File: src/hw/rtl/bpa_pkg.sv
`default_nettype none
package bpa_pkg;

  localparam logic [1:0] CMD_ALLOC   = 2'd0;
  localparam logic [1:0] CMD_FREE    = 2'd1;
  localparam logic [1:0] CMD_RESERVE = 2'd2;

  localparam logic [1:0] ST_OK      = 2'd0;
  localparam logic [1:0] ST_NOSPACE = 2'd1;
  localparam logic [1:0] ST_BAD     = 2'd2;

  localparam int CFG_IDX_W = 2;
  localparam logic [CFG_IDX_W-1:0] CFG_BASE_ADDRESS = 2'd0;
  localparam logic [CFG_IDX_W-1:0] CFG_POOL_PAGES   = 2'd1;

  localparam int CHUNK = 8;

  typedef enum logic [1:0] {
    K_ALLOC,
    K_MOD,
    K_BAD
  } kind_e;

  typedef struct packed {
    logic clr;
    logic capture;
    logic scan_rd;
    logic scan_step;
    logic mark_rd;
    logic mark_wr;
    logic load;
  } ctrl_cmd_t;

  typedef struct packed {
    logic  clr_last;
    kind_e kind;
    logic  scan_fin;
    logic  scan_found;
    logic  word_end;
    logic  mark_last;
  } dp_stat_t;

endpackage
`default_nettype wire

File: src/hw/rtl/bpa_intf.sv
`default_nettype none
interface bpa_req_if;
  logic        valid;
  logic        ready;
  logic [1:0]  command;
  logic [10:0] num_pages;
  logic [31:0] address;
  modport source (output valid, command, num_pages, address, input ready);
  modport sink (input valid, command, num_pages, address, output ready);
endinterface

interface bpa_rsp_if;
  logic        valid;
  logic        ready;
  logic [1:0]  status;
  logic [31:0] result_address;
  modport source (output valid, status, result_address, input ready);
  modport sink (input valid, status, result_address, output ready);
endinterface

interface bpa_cfg_if;
  logic        valid;
  logic        ready;
  logic [1:0]  index;
  logic [31:0] data;
  modport source (output valid, index, data, input ready);
  modport sink (input valid, index, data, output ready);
endinterface
`default_nettype wire

File: src/hw/rtl/bpa_ctrl.sv
`default_nettype none
module bpa_ctrl (
  input  wire                  clk_i,
  input  wire                  rst_ni,
  input  wire                  req_valid_i,
  output logic                 req_ready_o,
  output logic                 rsp_valid_o,
  input  wire                  rsp_ready_i,
  input  bpa_pkg::dp_stat_t    stat_i,
  output bpa_pkg::ctrl_cmd_t   cmd_o
);
  import bpa_pkg::*;

  typedef enum logic [2:0] {
    S_CLEAR,
    S_IDLE,
    S_SCAN_RD,
    S_SCAN,
    S_MARK_RD,
    S_MARK_WR,
    S_DONE
  } state_e;

  state_e state_q, state_d;
  logic   out_valid_q, out_valid_d;
  logic   free_slot;

  assign free_slot   = !out_valid_q || rsp_ready_i;
  assign req_ready_o = (state_q == S_IDLE);
  assign rsp_valid_o = out_valid_q;

  always_comb begin
    cmd_o       = '0;
    state_d     = state_q;
    out_valid_d = out_valid_q && !rsp_ready_i;
    unique case (state_q)
      S_CLEAR: begin
        cmd_o.clr = 1'b1;
        if (stat_i.clr_last) state_d = S_IDLE;
      end
      S_IDLE: begin
        if (req_valid_i) begin
          cmd_o.capture = 1'b1;
          unique case (stat_i.kind)
            K_ALLOC: state_d = S_SCAN_RD;
            K_MOD:   state_d = S_MARK_RD;
            default: state_d = S_DONE;
          endcase
        end
      end
      S_SCAN_RD: begin
        cmd_o.scan_rd = 1'b1;
        state_d       = S_SCAN;
      end
      S_SCAN: begin
        cmd_o.scan_step = 1'b1;
        priority if (stat_i.scan_fin && stat_i.scan_found) state_d = S_MARK_RD;
        else if (stat_i.scan_fin) state_d = S_DONE;
        else if (stat_i.word_end) state_d = S_SCAN_RD;
        else state_d = S_SCAN;
      end
      S_MARK_RD: begin
        cmd_o.mark_rd = 1'b1;
        state_d       = S_MARK_WR;
      end
      S_MARK_WR: begin
        cmd_o.mark_wr = 1'b1;
        state_d       = stat_i.mark_last ? S_DONE : S_MARK_RD;
      end
      S_DONE: begin
        if (free_slot) begin
          cmd_o.load  = 1'b1;
          out_valid_d = 1'b1;
          state_d     = S_IDLE;
        end
      end
      default: state_d = S_CLEAR;
    endcase
  end

  always_ff @(posedge clk_i or negedge rst_ni) begin
    if (!rst_ni) begin
      state_q     <= S_CLEAR;
      out_valid_q <= 1'b0;
    end else begin
      state_q     <= state_d;
      out_valid_q <= out_valid_d;
    end
  end

  a_clear_quiet: assert property (@(posedge clk_i) disable iff (!rst_ni)
    (state_q == S_CLEAR) |-> !out_valid_q && !req_ready_o)
    else $error("activity during clearing pass");
  a_load_slot: assert property (@(posedge clk_i) disable iff (!rst_ni)
    cmd_o.load |-> free_slot)
    else $error("result loaded over a pending result");
  a_found_marks: assert property (@(posedge clk_i) disable iff (!rst_ni)
    (cmd_o.scan_step && stat_i.scan_fin && stat_i.scan_found) |=> (state_q == S_MARK_RD))
    else $error("found run not marked");
  a_mark_loop: assert property (@(posedge clk_i) disable iff (!rst_ni)
    (cmd_o.mark_wr && !stat_i.mark_last) |=> (state_q == S_MARK_RD))
    else $error("marking stopped early");

endmodule
`default_nettype wire

File: src/hw/rtl/bpa_datapath.sv
`default_nettype none
module bpa_datapath #(
  parameter int MAX_PAGES  = 1024,
  parameter int PAGE_BYTES = 4096
) (
  input  wire                  clk_i,
  input  wire                  rst_ni,
  input  bpa_pkg::ctrl_cmd_t   cmd_i,
  output bpa_pkg::dp_stat_t    stat_o,
  input  wire [1:0]            command_i,
  input  wire [10:0]           num_pages_i,
  input  wire [31:0]           address_i,
  input  wire                  cfg_we_i,
  input  wire [1:0]            cfg_index_i,
  input  wire [31:0]           cfg_data_i,
  output logic [1:0]           status_o,
  output logic [31:0]          result_address_o
);
  import bpa_pkg::*;

  localparam int WORDS      = (MAX_PAGES + 31) / 32;
  localparam int WIDX       = (WORDS > 1) ? $clog2(WORDS) : 1;
  localparam int PW         = $clog2(MAX_PAGES + 1);
  localparam int PAGE_SHIFT = $clog2(PAGE_BYTES);
  localparam int PIW        = 32 - PAGE_SHIFT;

  logic [31:0]     mem [WORDS];
  logic [31:0]     rd_q;
  logic [WIDX-1:0] mem_addr;
  logic [31:0]     wr_data;

  logic [31:0]     base_q;
  logic [10:0]     pool_q;
  logic [WIDX-1:0] clr_q;

  logic            is_alloc_q;
  logic            set_q;
  logic [10:0]     cnt_q;
  logic [PW-1:0]   lo_q, hi_q, pos_q;
  logic [10:0]     run_q;
  logic [WIDX-1:0] widx_q;
  logic [1:0]      res_st_q;

  logic [31:0]     lim32;
  logic [PW-1:0]   limit;
  logic            below;
  logic [31:0]     off;
  logic [PIW-1:0]  pidx;
  logic [32:0]     free_end;
  logic            free_ok, rsv_ok;
  kind_e           kind;
  logic [PW-1:0]   cap_lo, cap_hi;

  logic [10:0]     ch_run;
  logic            ch_found;
  logic [PW-1:0]   ch_start;
  logic [31:0]     pos_next;
  logic [31:0]     wbase, mark_next;
  logic [31:0]     mask;
  logic [63:0]     start_sh;

  assign lim32 = (32'(pool_q) > 32'(MAX_PAGES)) ? 32'(MAX_PAGES) : 32'(pool_q);
  assign limit = PW'(lim32);
  assign below = address_i < base_q;
  assign off   = address_i - base_q;
  assign pidx  = off[31:PAGE_SHIFT];
  assign free_end = 33'(pidx) + 33'(num_pages_i);
  assign free_ok  = (num_pages_i != 11'd0) && !below && (free_end <= 33'(limit));
  assign rsv_ok   = !below && (32'(pidx) < 32'(limit));
  assign cap_lo   = PW'(pidx);
  assign cap_hi   = (command_i == CMD_FREE) ? PW'(free_end) : PW'(33'(pidx) + 33'd1);

  always_comb begin
    unique case (command_i)
      CMD_ALLOC:   kind = (num_pages_i != 11'd0) ? K_ALLOC : K_BAD;
      CMD_FREE:    kind = free_ok ? K_MOD : K_BAD;
      CMD_RESERVE: kind = rsv_ok ? K_MOD : K_BAD;
      default:     kind = K_BAD;
    endcase
  end

  // first-fit over one chunk of the registered word
  always_comb begin
    logic [31:0] pg;
    ch_run   = run_q;
    ch_found = 1'b0;
    ch_start = '0;
    for (int j = 0; j < CHUNK; j++) begin
      pg = 32'(pos_q) + 32'(j);
      if (!ch_found && (pg < 32'(limit))) begin
        if (rd_q[{pos_q[4:3], 3'(j)}]) begin
          ch_run = '0;
        end else begin
          ch_run = ch_run + 11'd1;
          if (ch_run == cnt_q) begin
            ch_found = 1'b1;
            ch_start = PW'(pg + 32'd1 - 32'(cnt_q));
          end
        end
      end
    end
  end

  assign pos_next  = 32'(pos_q) + 32'(CHUNK);
  assign wbase     = 32'(widx_q) << 5;
  assign mark_next = wbase + 32'd32;

  always_comb begin
    logic [31:0] pg;
    for (int b = 0; b < 32; b++) begin
      pg      = wbase | 32'(b);
      mask[b] = (pg >= 32'(lo_q)) && (pg < 32'(hi_q));
    end
  end

  assign wr_data = cmd_i.clr ? 32'd0 : (set_q ? (rd_q | mask) : (rd_q & ~mask));

  always_comb begin
    priority if (cmd_i.clr) mem_addr = clr_q;
    else if (cmd_i.scan_rd) mem_addr = WIDX'(pos_q >> 5);
    else mem_addr = widx_q;
  end

  always_comb begin
    stat_o            = '0;
    stat_o.clr_last   = (32'(clr_q) == 32'(WORDS - 1));
    stat_o.kind       = kind;
    stat_o.scan_fin   = ch_found || (pos_next >= 32'(limit));
    stat_o.scan_found = ch_found;
    stat_o.word_end   = (pos_q[4:3] == 2'b11);
    stat_o.mark_last  = mark_next >= 32'(hi_q);
  end

  always_ff @(posedge clk_i) begin
    if (cmd_i.clr || cmd_i.mark_wr) mem[mem_addr] <= wr_data;
    if (cmd_i.scan_rd || cmd_i.mark_rd) rd_q <= mem[mem_addr];
  end

  always_ff @(posedge clk_i or negedge rst_ni) begin
    if (!rst_ni) begin
      base_q <= '0;
      pool_q <= 11'd1024;
      clr_q  <= '0;
    end else begin
      if (cfg_we_i && (cfg_index_i == CFG_BASE_ADDRESS)) base_q <= cfg_data_i;
      if (cfg_we_i && (cfg_index_i == CFG_POOL_PAGES)) pool_q <= cfg_data_i[10:0];
      if (cmd_i.clr) clr_q <= clr_q + WIDX'(1);
    end
  end

  assign start_sh = 64'(lo_q) << PAGE_SHIFT;

  always_ff @(posedge clk_i) begin
    if (cmd_i.capture) begin
      is_alloc_q <= (kind == K_ALLOC);
      set_q      <= (command_i != CMD_FREE);
      cnt_q      <= num_pages_i;
      lo_q       <= cap_lo;
      hi_q       <= cap_hi;
      widx_q     <= WIDX'(cap_lo >> 5);
      pos_q      <= '0;
      run_q      <= '0;
      res_st_q   <= (kind == K_BAD) ? ST_BAD : ST_OK;
    end
    if (cmd_i.scan_step) begin
      run_q <= ch_run;
      pos_q <= PW'(pos_next);
      if (ch_found) begin
        lo_q   <= ch_start;
        hi_q   <= PW'(32'(ch_start) + 32'(cnt_q));
        widx_q <= WIDX'(ch_start >> 5);
      end else if (stat_o.scan_fin) begin
        res_st_q <= ST_NOSPACE;
      end
    end
    if (cmd_i.mark_wr) widx_q <= widx_q + WIDX'(1);
    if (cmd_i.load) begin
      status_o         <= res_st_q;
      result_address_o <= (is_alloc_q && (res_st_q == ST_OK)) ?
                          (base_q + start_sh[31:0]) : 32'd0;
    end
  end

endmodule
`default_nettype wire

File: src/hw/rtl/bitmap_page_allocator.sv
`default_nettype none
// allocate: capture, a read and chunk checks per word scanned, a read and a write
// per word marked; free and reserve: capture, a read and a write per word touched;
// bad requests go straight to the result; the scan checks 8 pages a cycle; the
// result loads once the output slot is free; one request at a time, the next
// taken the cycle after it is loaded; after reset a clearing pass zeroes every
// bitmap word before any request; PAGE_BYTES must be a power of two
module bitmap_page_allocator #(
  parameter int MAX_PAGES  = 1024,
  parameter int PAGE_BYTES = 4096
) (
  input  wire        clk_i,
  input  wire        rst_ni,
  bpa_req_if.sink    req_if,
  bpa_rsp_if.source  rsp_if,
  bpa_cfg_if.sink    cfg_if
);
  import bpa_pkg::*;

  ctrl_cmd_t cmd;
  dp_stat_t  stat;

  assign cfg_if.ready = 1'b1;

  bpa_ctrl u_ctrl (
    .clk_i       (clk_i),
    .rst_ni      (rst_ni),
    .req_valid_i (req_if.valid),
    .req_ready_o (req_if.ready),
    .rsp_valid_o (rsp_if.valid),
    .rsp_ready_i (rsp_if.ready),
    .stat_i      (stat),
    .cmd_o       (cmd)
  );

  bpa_datapath #(
    .MAX_PAGES  (MAX_PAGES),
    .PAGE_BYTES (PAGE_BYTES)
  ) u_dp (
    .clk_i            (clk_i),
    .rst_ni           (rst_ni),
    .cmd_i            (cmd),
    .stat_o           (stat),
    .command_i        (req_if.command),
    .num_pages_i      (req_if.num_pages),
    .address_i        (req_if.address),
    .cfg_we_i         (cfg_if.valid),
    .cfg_index_i      (cfg_if.index),
    .cfg_data_i       (cfg_if.data),
    .status_o         (rsp_if.status),
    .result_address_o (rsp_if.result_address)
  );

endmodule
`default_nettype wire
File: src/flat_wrapper.sv
// flat-port wrapper written by rule: the top's interface ports become plain ports
module bitmap_page_allocator_flat import bpa_pkg::*;
#(
  parameter int MAX_PAGES  = 1024,
  parameter int PAGE_BYTES = 4096
)
  (clk_i, rst_ni, req_if_valid, req_if_command, req_if_num_pages, req_if_address, req_if_ready, rsp_if_valid, rsp_if_status, rsp_if_result_address, rsp_if_ready, cfg_if_valid, cfg_if_index, cfg_if_data, cfg_if_ready);
  bpa_req_if req_if_i ();
  bpa_rsp_if rsp_if_i ();
  bpa_cfg_if cfg_if_i ();
  input  wire clk_i;
  input  wire rst_ni;
  input wire logic [$bits(req_if_i.valid)-1:0] req_if_valid;
  input wire logic [$bits(req_if_i.command)-1:0] req_if_command;
  input wire logic [$bits(req_if_i.num_pages)-1:0] req_if_num_pages;
  input wire logic [$bits(req_if_i.address)-1:0] req_if_address;
  output wire logic [$bits(req_if_i.ready)-1:0] req_if_ready;
  output wire logic [$bits(rsp_if_i.valid)-1:0] rsp_if_valid;
  output wire logic [$bits(rsp_if_i.status)-1:0] rsp_if_status;
  output wire logic [$bits(rsp_if_i.result_address)-1:0] rsp_if_result_address;
  input wire logic [$bits(rsp_if_i.ready)-1:0] rsp_if_ready;
  input wire logic [$bits(cfg_if_i.valid)-1:0] cfg_if_valid;
  input wire logic [$bits(cfg_if_i.index)-1:0] cfg_if_index;
  input wire logic [$bits(cfg_if_i.data)-1:0] cfg_if_data;
  output wire logic [$bits(cfg_if_i.ready)-1:0] cfg_if_ready;
  assign req_if_i.valid = req_if_valid;
  assign req_if_i.command = req_if_command;
  assign req_if_i.num_pages = req_if_num_pages;
  assign req_if_i.address = req_if_address;
  assign req_if_ready = req_if_i.ready;
  assign rsp_if_valid = rsp_if_i.valid;
  assign rsp_if_status = rsp_if_i.status;
  assign rsp_if_result_address = rsp_if_i.result_address;
  assign rsp_if_i.ready = rsp_if_ready;
  assign cfg_if_i.valid = cfg_if_valid;
  assign cfg_if_i.index = cfg_if_index;
  assign cfg_if_i.data = cfg_if_data;
  assign cfg_if_ready = cfg_if_i.ready;
  bitmap_page_allocator #(.MAX_PAGES(MAX_PAGES), .PAGE_BYTES(PAGE_BYTES)) u_core (.clk_i(clk_i), .rst_ni(rst_ni), .req_if(req_if_i), .rsp_if(rsp_if_i), .cfg_if(cfg_if_i));
endmodule
File: config.mk
export PLATFORM = sky130hd
export DESIGN_NAME = bitmap_page_allocator_flat
export DESIGN_NICKNAME = d
export VERILOG_FILES = /design/src/hw/rtl/bpa_pkg.sv /design/src/hw/rtl/bpa_intf.sv /design/src/hw/rtl/bpa_ctrl.sv /design/src/hw/rtl/bpa_datapath.sv /design/src/hw/rtl/bitmap_page_allocator.sv /design/src/flat_wrapper.sv
export SDC_FILE = /design/constraint.sdc
export NUM_CORES = 2
export LEC_CHECK = 0
export CAP_MARGIN = 20
export CELL_PAD_IN_SITES_DETAIL_PLACEMENT = 0
export CELL_PAD_IN_SITES_GLOBAL_PLACEMENT = 2
export CORE_MARGIN = 1.5
export CORE_UTILIZATION = 40
export DETAILED_ROUTE_END_ITERATION = 10
export DONT_BUFFER_PORTS = 1
export PLACE_DENSITY_LB_ADDON = 0.12
export SETUP_SLACK_MARGIN = 0.15
export SYNTH_ARGS = -nofsm -noshare
export SYNTH_HDL_FRONTEND = slang
export SYNTH_HIERARCHICAL = 1
export SYNTH_SLANG_ARGS = --single-unit
File: constraint.sdc
create_clock -name clk_i -period 14.36 [get_ports clk_i]
set_clock_uncertainty 0.2 [all_clocks]
set_input_delay 2.154 -clock clk_i [delete_from_list [all_inputs] [get_ports clk_i]]
set_output_delay 2.154 -clock clk_i [all_outputs]
set_load 0.1 [all_outputs]
### Yosys cells after proc, flatten, opt, wreduce, memory -nomap -nowiden

Memories as Yosys holds them, arrays and structs flattened. A register that Yosys moved wholly into a read port is not among the register bits.
Cells that the tools add are included.
W data, S select, Z words.

| word-level totals | value |
|---|---|
| register bits | 150 |
| bits in writable memories | 1,024 |
| word-level logic and storage cells | 369 |
| output and inout bits | 37 |
| bits in read-only memories | 0 |
| latch bits | 0 |
| memories kept | 1 |

Memory list:

| name | depth | width | read ports | clocked after Yosys merged registers in | write ports | RTL line | RTL |
|---|---|---|---|---|---|---|---|
| u_core.u_dp.mem | 32 | 32 | 1 | 1 | 1 | bpa_datapath.sv:27 | `logic [31:0] mem [WORDS];` |

| operators by class | value |
|---|---|
| shift-type cells | 0 |
| order comparisons | 86 |
| divide/modulo/power cells | 0 |
| add/sub/neg operators | 39 |
| bitwise gates (word level) | 3 |
| multiply operators | 0 |
| reduce and logical (&&, ||, !) cells | 69 |
| mux-type cells | 130 |
| equal/unequal tests | 25 |

Operator list:

| operator | number |
|---|---|
| $mux W11 | 51 |
| $ge A10 B11 Y1 | 32 |
| $lt A10 B11 Y1 | 32 |
| $add A11 B1 Y11 const B | 16 |
| $eq A11 B11 Y1 | 8 |
| $sub A11 B11 Y11 | 8 |
| $lt A12 B11 Y1 | 7 |
| $mux W32 | 2 |
| $add A11 B3 Y12 const B | 4 |
| $lt A5 B6 Y1 const B | 8 |
| $logic_and A1 B1 Y1 | 47 |
| $mux W1 | 46 |
| $add A32 B23 Y32 | 1 |
| $and A32 B32 Y32 | 1 |
| $lt A32 B32 Y1 | 1 |
| $not A32 Y32 | 1 |
| $or A32 B32 Y32 | 1 |
| $sub A32 B32 Y32 | 1 |
| $mux W5 | 6 |
| $add A11 B2 Y12 const B | 2 |
| $add A20 B11 Y21 | 1 |
| $le A21 B11 Y1 | 1 |
| $pmux W3 S7 | 1 |
| $lt A20 B11 Y1 | 1 |
| other kinds (29) | 73 |

### Logic depth before layout (Yosys ltp)

| depth | value |
|---|---|
| depth in word-level cells | 37 |
| depth in mapped cells | 75 |
| gate-level depth less buffers | 66 |

### Modules after synthesis

The synthesis kept the hierarchy.

Modules (own cells, without submodules):

| module | seq. area each (um^2) | area an instance (um^2) | cells an instance | times used |
|---|---|---|---|---|
| bpa_datapath | 35,475.3 | 59,958.8 | 4,355 | 1 |
| bpa_ctrl | 100.1 | 325.3 | 39 | 1 |
| bitmap_page_allocator | 0.0 | 11.3 | 2 | 1 |

### Worst setup path after synthesis

OpenSTA, ideal clock, no wires.

| path | value |
|---|---|
| kind | reg2reg |
| from | register u_core.u_dp.pool_q[10] |
| to | register u_core.u_dp.hi_q[10] |
| arrival | 14,555 ps |
| required time | 14,037 ps |
| setup time | 123 ps |
| slack | -518 ps |
| cell stages (with the launch flop) | 74 |
| period minus slack after synthesis | 14,878 ps |
| cells stage by stage | dfstp_2 inv_1 buf_1 nand2_1 ha_1 a21oi_1 a31oi_1 clkbuf_1 nor4_4 mux2i_4 inv_1 ha_1 clkbuf_1 inv_1 o41ai_2 xnor2_1 and3_1 o2111ai_1 (+38 left out) and4_1 buf_4 nand2_1 a31oi_1 or2_1 fa_1 a21o_1 a21o_1 a21o_1 a21oi_1 nor2b_1 o21a_1 o21ai_0 nand2b_1 a21oi_1 xnor2_1 xnor2_1 mux2_1 |

| on the way | value |
|---|---|
| cells in the longest elaborated chain, start to end | 36 |
| elaborated cells on any way between the ends | 98 |
| classes of those cells | add/sub: 8; order compare: 9; eq/ne: 7; mux: 60; reduce/logical: 14 |

Ends and longest elaborated chain:

| item | RTL line | RTL |
|---|---|---|
| start: declaration | bpa_datapath.sv:33 | `logic [10:0] pool_q;` |
| start signal: assignment | bpa_datapath.sv:146 | `if (cfg_we_i && (cfg_index_i == CFG_POOL_PAGES)) pool_q <= cfg_data_i[10:0];` |
| $gt A11 B11 Y1 | bpa_datapath.sv:62 | `assign lim32 = (32'(pool_q) > 32'(MAX_PAGES)) ? 32'(MAX_PAGES) : 32'(pool_q);` |
| $mux W11 * | bpa_datapath.sv:62 |  |
| parallel branches: the longest is 32 deep, another holds $lt A11 B11 Y1 | - |  |
| $mux W11 * | bpa_datapath.sv:168 | `if (ch_found) begin` |
| $mux W11 * | bpa_datapath.sv:165 | `if (cmd_i.scan_step) begin` |
| end signal: assignment | bpa_datapath.sv:159 | `hi_q <= cap_hi;` |
| end signal: assignment | bpa_datapath.sv:170 | `hi_q <= PW'(32'(ch_start) + 32'(cnt_q));` |
| end: declaration | bpa_datapath.sv:39 | `logic [PW-1:0] lo_q, hi_q, pos_q;` |

Every way passes the cells marked *.
A chain may end at the register's enable or synchronous reset.

### Final worst setup path

Same ends and word-level chain as after synthesis.

==> run_results.csv <==
group,metric,value,unit
status,status,"finished, final reports clean",
clocking,clock_path_buffers,3,
sta,worstMarginPinSlew,1.16,ns
sta,min_period_over_period,0.941,
sta,setup_viol,0,
synthesis,yosysMostFrequentCell,"edfxtp_1",
pwr,vdd_drop_max,0.194,mV
detailed_routing,num_vias,39649,
synthesis,synthArstFlopShare,0.0432,
worst_setup_path,cpPeakStageDelay,0.59,ns
detailed_routing,dr.pass1.iters,6,
worst_setup_path,critPathArrivalTime,13.97,ns
floorplan,placement_rows,142,
worst_setup_path,cp_num_cells,67,
synthesis,yosysWarnings,6,
grt,grt_pass1_vias,38908,
sta,period_needed,13.52,ns
worst_setup_path,cp_top_family,"compound AO/OA/AOI/OAI gates",
synthesis,synth-edff-count,1122,
detailed_routing,route.detailed.drc,0,
grt,grt_pass1_wl,283000,µm
worst_setup_path,required,14.82,ns
grt,grt.total_usage,0.256,
worst_setup_path,crit_start,"u_core/u_dp/pool_q[10]",
clocking,htreeDepth,4,
place,gp_congestion,0.880,
detailed_routing,routed_wl,197000,µm
worst_setup_path,timing.rr.end,"u_core/u_dp/hi_q[10]",
pwr,combPwrFrac,0.506,
floorplan,start_util,0.403,
worst_setup_path,r2r_slack,0.84,ns
synthesis,ys_types,129,
min_path,hold_class,"flip-flop to flip-flop",
worst_setup_path,critPathMaxFanout,8,
floorplan,core-area,150000,µm²
sta,finalHoldViolCount,0,
clocking,cts_made_buffers,132,
detailed_routing,dr_wl_met2,97000,µm
worst_setup_path,reg2reg_depth,67,
pwr,seqPwrFrac,0.311,
floorplan,die_w,391,µm
sta,fmax,0.0740,GHz
grt,antenna_found_initial,1,
synthesis,synth_flop_cell,"edfxtp_1",
clocking,cts-root-buf,"clkbuf_16",
finish,drive_gt1_frac,0.205,
floorplan,dieArea,153000,µm²
pwr,p_leak,23.3,nW
pwr,sw_frac_of_total,0.416,
detailed_routing,ant_nets,0,
min_path,worstHoldPathCells,0,
detailed_routing,wl_per_cell,29.4,µm
clocking,clock_sinks,1203,
synthesis,ys_seq_area_frac,0.590,
worst_setup_path,critPathLaunchType,"flip-flop",
clocking,cts_hold_buf,0,
grt,overflow,0,
finish,nets,4847,
sta,rsz0062_at_grt,"no",
worst_setup_path,cp_slowest_cell,"or4_4",
clocking,insertion_delay,0.77,ns
synthesis,avgSynthCellArea,13.7,µm²
place,dpl.cell_count,6436,
worst_setup_path,reg2reg_from,"u_core/u_dp/pool_q[10]",
place,io_buffers,0,
worst_setup_path,critical_path_buf_inv_count,8,
sta,whs,0.278,ns
finish,finalNonFillerCells,6712,
sta,finalMaxSlewViolations,0,
sta,slew_headroom,0.228,
synthesis,yosys-top-cells-count,"1122 x edfxtp_1, 333 x nand2_1, 273 x nor2_1, 257 x mux4_2, 218 x a21oi_1",
floorplan,die_h,391,µm
synthesis,syn_nets,4651,
clocking,path_clk_slew,0.06,ns
place,hpwlAfterDp,126000,µm
finish,syn_to_final_growth,14.5,%
job,maxCapViolCount,0,
worst_setup_path,crit_type,"flip-flop to flip-flop",
synthesis,synth_top_cell_area_share,0.559,
pwr,powerDensity,259,nW/µm²
worst_setup_path,crit_end,"u_core/u_dp/hi_q[10]",
detailed_routing,topRoutingLayerUsed,"met4",
synthesis,yosys.area.top_type,"edfxtp_1",
detailed_routing,wl_met1,85300,µm
detailed_routing,viasPerCell,5.91,
clocking,cts_tree,"built",
synthesis,ys_ff_latch,1203,
synthesis,syn_inst,4396,
detailed_routing,dr_wl_met3,10000,µm
synthesis,syn_area,60300,µm²
sta,fin_setup_tns,0,ns
detailed_routing,drtIter0Drc,3822,
floorplan,io_pins,121,
pwr,clkPwrFrac,0.183,
pwr,internal_power,0.0104,W
pwr,power_switching,0.00744,W
worst_setup_path,end_kind,"flip-flop",
synthesis,synth_area_leaders,"edfxtp_1 56%, mux4_2 9.6%, ha_1 3.3%, xnor2_1 2.5%, dfrtp_1 2.1%",
grt,grt_max_degree,147,
-- metal layers --
layer  track usage  vias to the layer above
li1              -                    17629
met5             0                        -
met4        0.0700                        0
met1         0.350                    20579
met2         0.431                     1200
met3        0.0306                      241
-- registers in the layout, indices dropped and copies added (netlist names), 8 cells and up --
| name | flops |
|---|---|
| u_core/u_dp/cnt_q | 11 |
| u_core/u_dp/pool_q | 11 |
| u_core/u_dp/rd_q | 32 |
| u_core/u_dp/lo_q | 11 |
| u_core/u_dp/pos_q | 8 |
| u_core/u_dp/run_q | 11 |
| u_core/u_dp/result_address_o | 32 |
| u_core/u_dp/mem | 1024 |
| u_core/u_dp/hi_q | 11 |
| u_core/u_dp/base_q | 32 |
-- layout make-up --
class / count / area [µm²]
diodes: 2 / 5.00
clock buffers: 176 / 3530
clock inverters: 60 / 644
fillers: 13353 / 80700
inverters: 127 / 477
multi-input cells: 2838 / 23900
flip-flops and latches: 1203 / 35600
well taps: 2016 / 2520
repair buffers: 290 / 2400
-- timing repair --
action	4_1_cts	5_1_grt
buffers inserted	3	11
gates resized for setup	4	46
endpoints found under the setup margin	1	6
pin swaps	3	18
-- power groups by stage --
| stage | registers [W] | logic [W] | clock network [W] |
|---|---|---|---|
| 2_1_floorplan | 0.00548 | 0.00585 | 0 |
| 3_3_place_gp | 0.00564 | 0.00879 | 0 |
| 3_5_place_dp | 0.00565 | 0.00879 | 0 |
| 4_1_cts | 0.00558 | 0.00883 | 0.00334 |
| 5_1_grt | 0.00558 | 0.00976 | 0.00348 |
| 6_report | 0.00555 | 0.00904 | 0.00328 |
-- layout by cell type, fill, tap and decap left out, types with 134 or more instances in the layout --
master	Yosys	routed
nor2_1	273	208
xnor2_1	169	169
ha_1	158	155
mux4_2	257	257
nand2_1	333	330
a21oi_1	218	212
clkbuf_16	0	134
buf_4	10	262
o21ai_0	165	160
edfxtp_1	1122	1122
-- worst min path at each step --
stage,from,end,slack [ns]
5_1_grt,u_core/u_dp/res_st_q[1],u_core/u_dp/status_o[1],0.29
6_report,u_core/u_dp/res_st_q[1],u_core/u_dp/status_o[1],0.28
2_1_floorplan,u_core/u_dp/res_st_q[1],u_core/u_dp/status_o[1],0.23
3_3_place_gp,u_core/u_dp/res_st_q[1],u_core/u_dp/status_o[1],0.25
4_1_cts,u_core/u_dp/res_st_q[1],u_core/u_dp/status_o[1],0.28
3_5_place_dp,u_core/u_dp/res_st_q[1],u_core/u_dp/status_o[1],0.26
-- per-stage QoR --
step | utilization | setup WS [ns] | cell area [µm²] | total power (W)
floorplan | - | 0.159 | 60300 | 0.0113
global placement | 0.429 | 0.211 | 64200 | 0.0144
detailed placement | 0.429 | -0.108 | 64200 | 0.0144
CTS | 0.457 | 0.166 | 68400 | 0.0177
global route | 0.461 | 0.105 | 69100 | 0.0188
finish | 0.461 | 0.845 | 69100 | 0.0179
-- cells by family after synthesis --
| group | count (synthesis) | synth area share |
|---|---|---|
| simple gates | 1130 | 0.0928 |
| compound gates | 940 | 0.107 |
| buf+inv | 355 | 0.0237 |
| mux | 369 | 0.116 |
| fa+ha+maj | 171 | 0.0371 |
| flops | 1203 | 0.590 |
| other cells | 1 | 0.0000622 |
| xor+xnor | 227 | 0.0342 |
(Power assumes the default switching activity.)
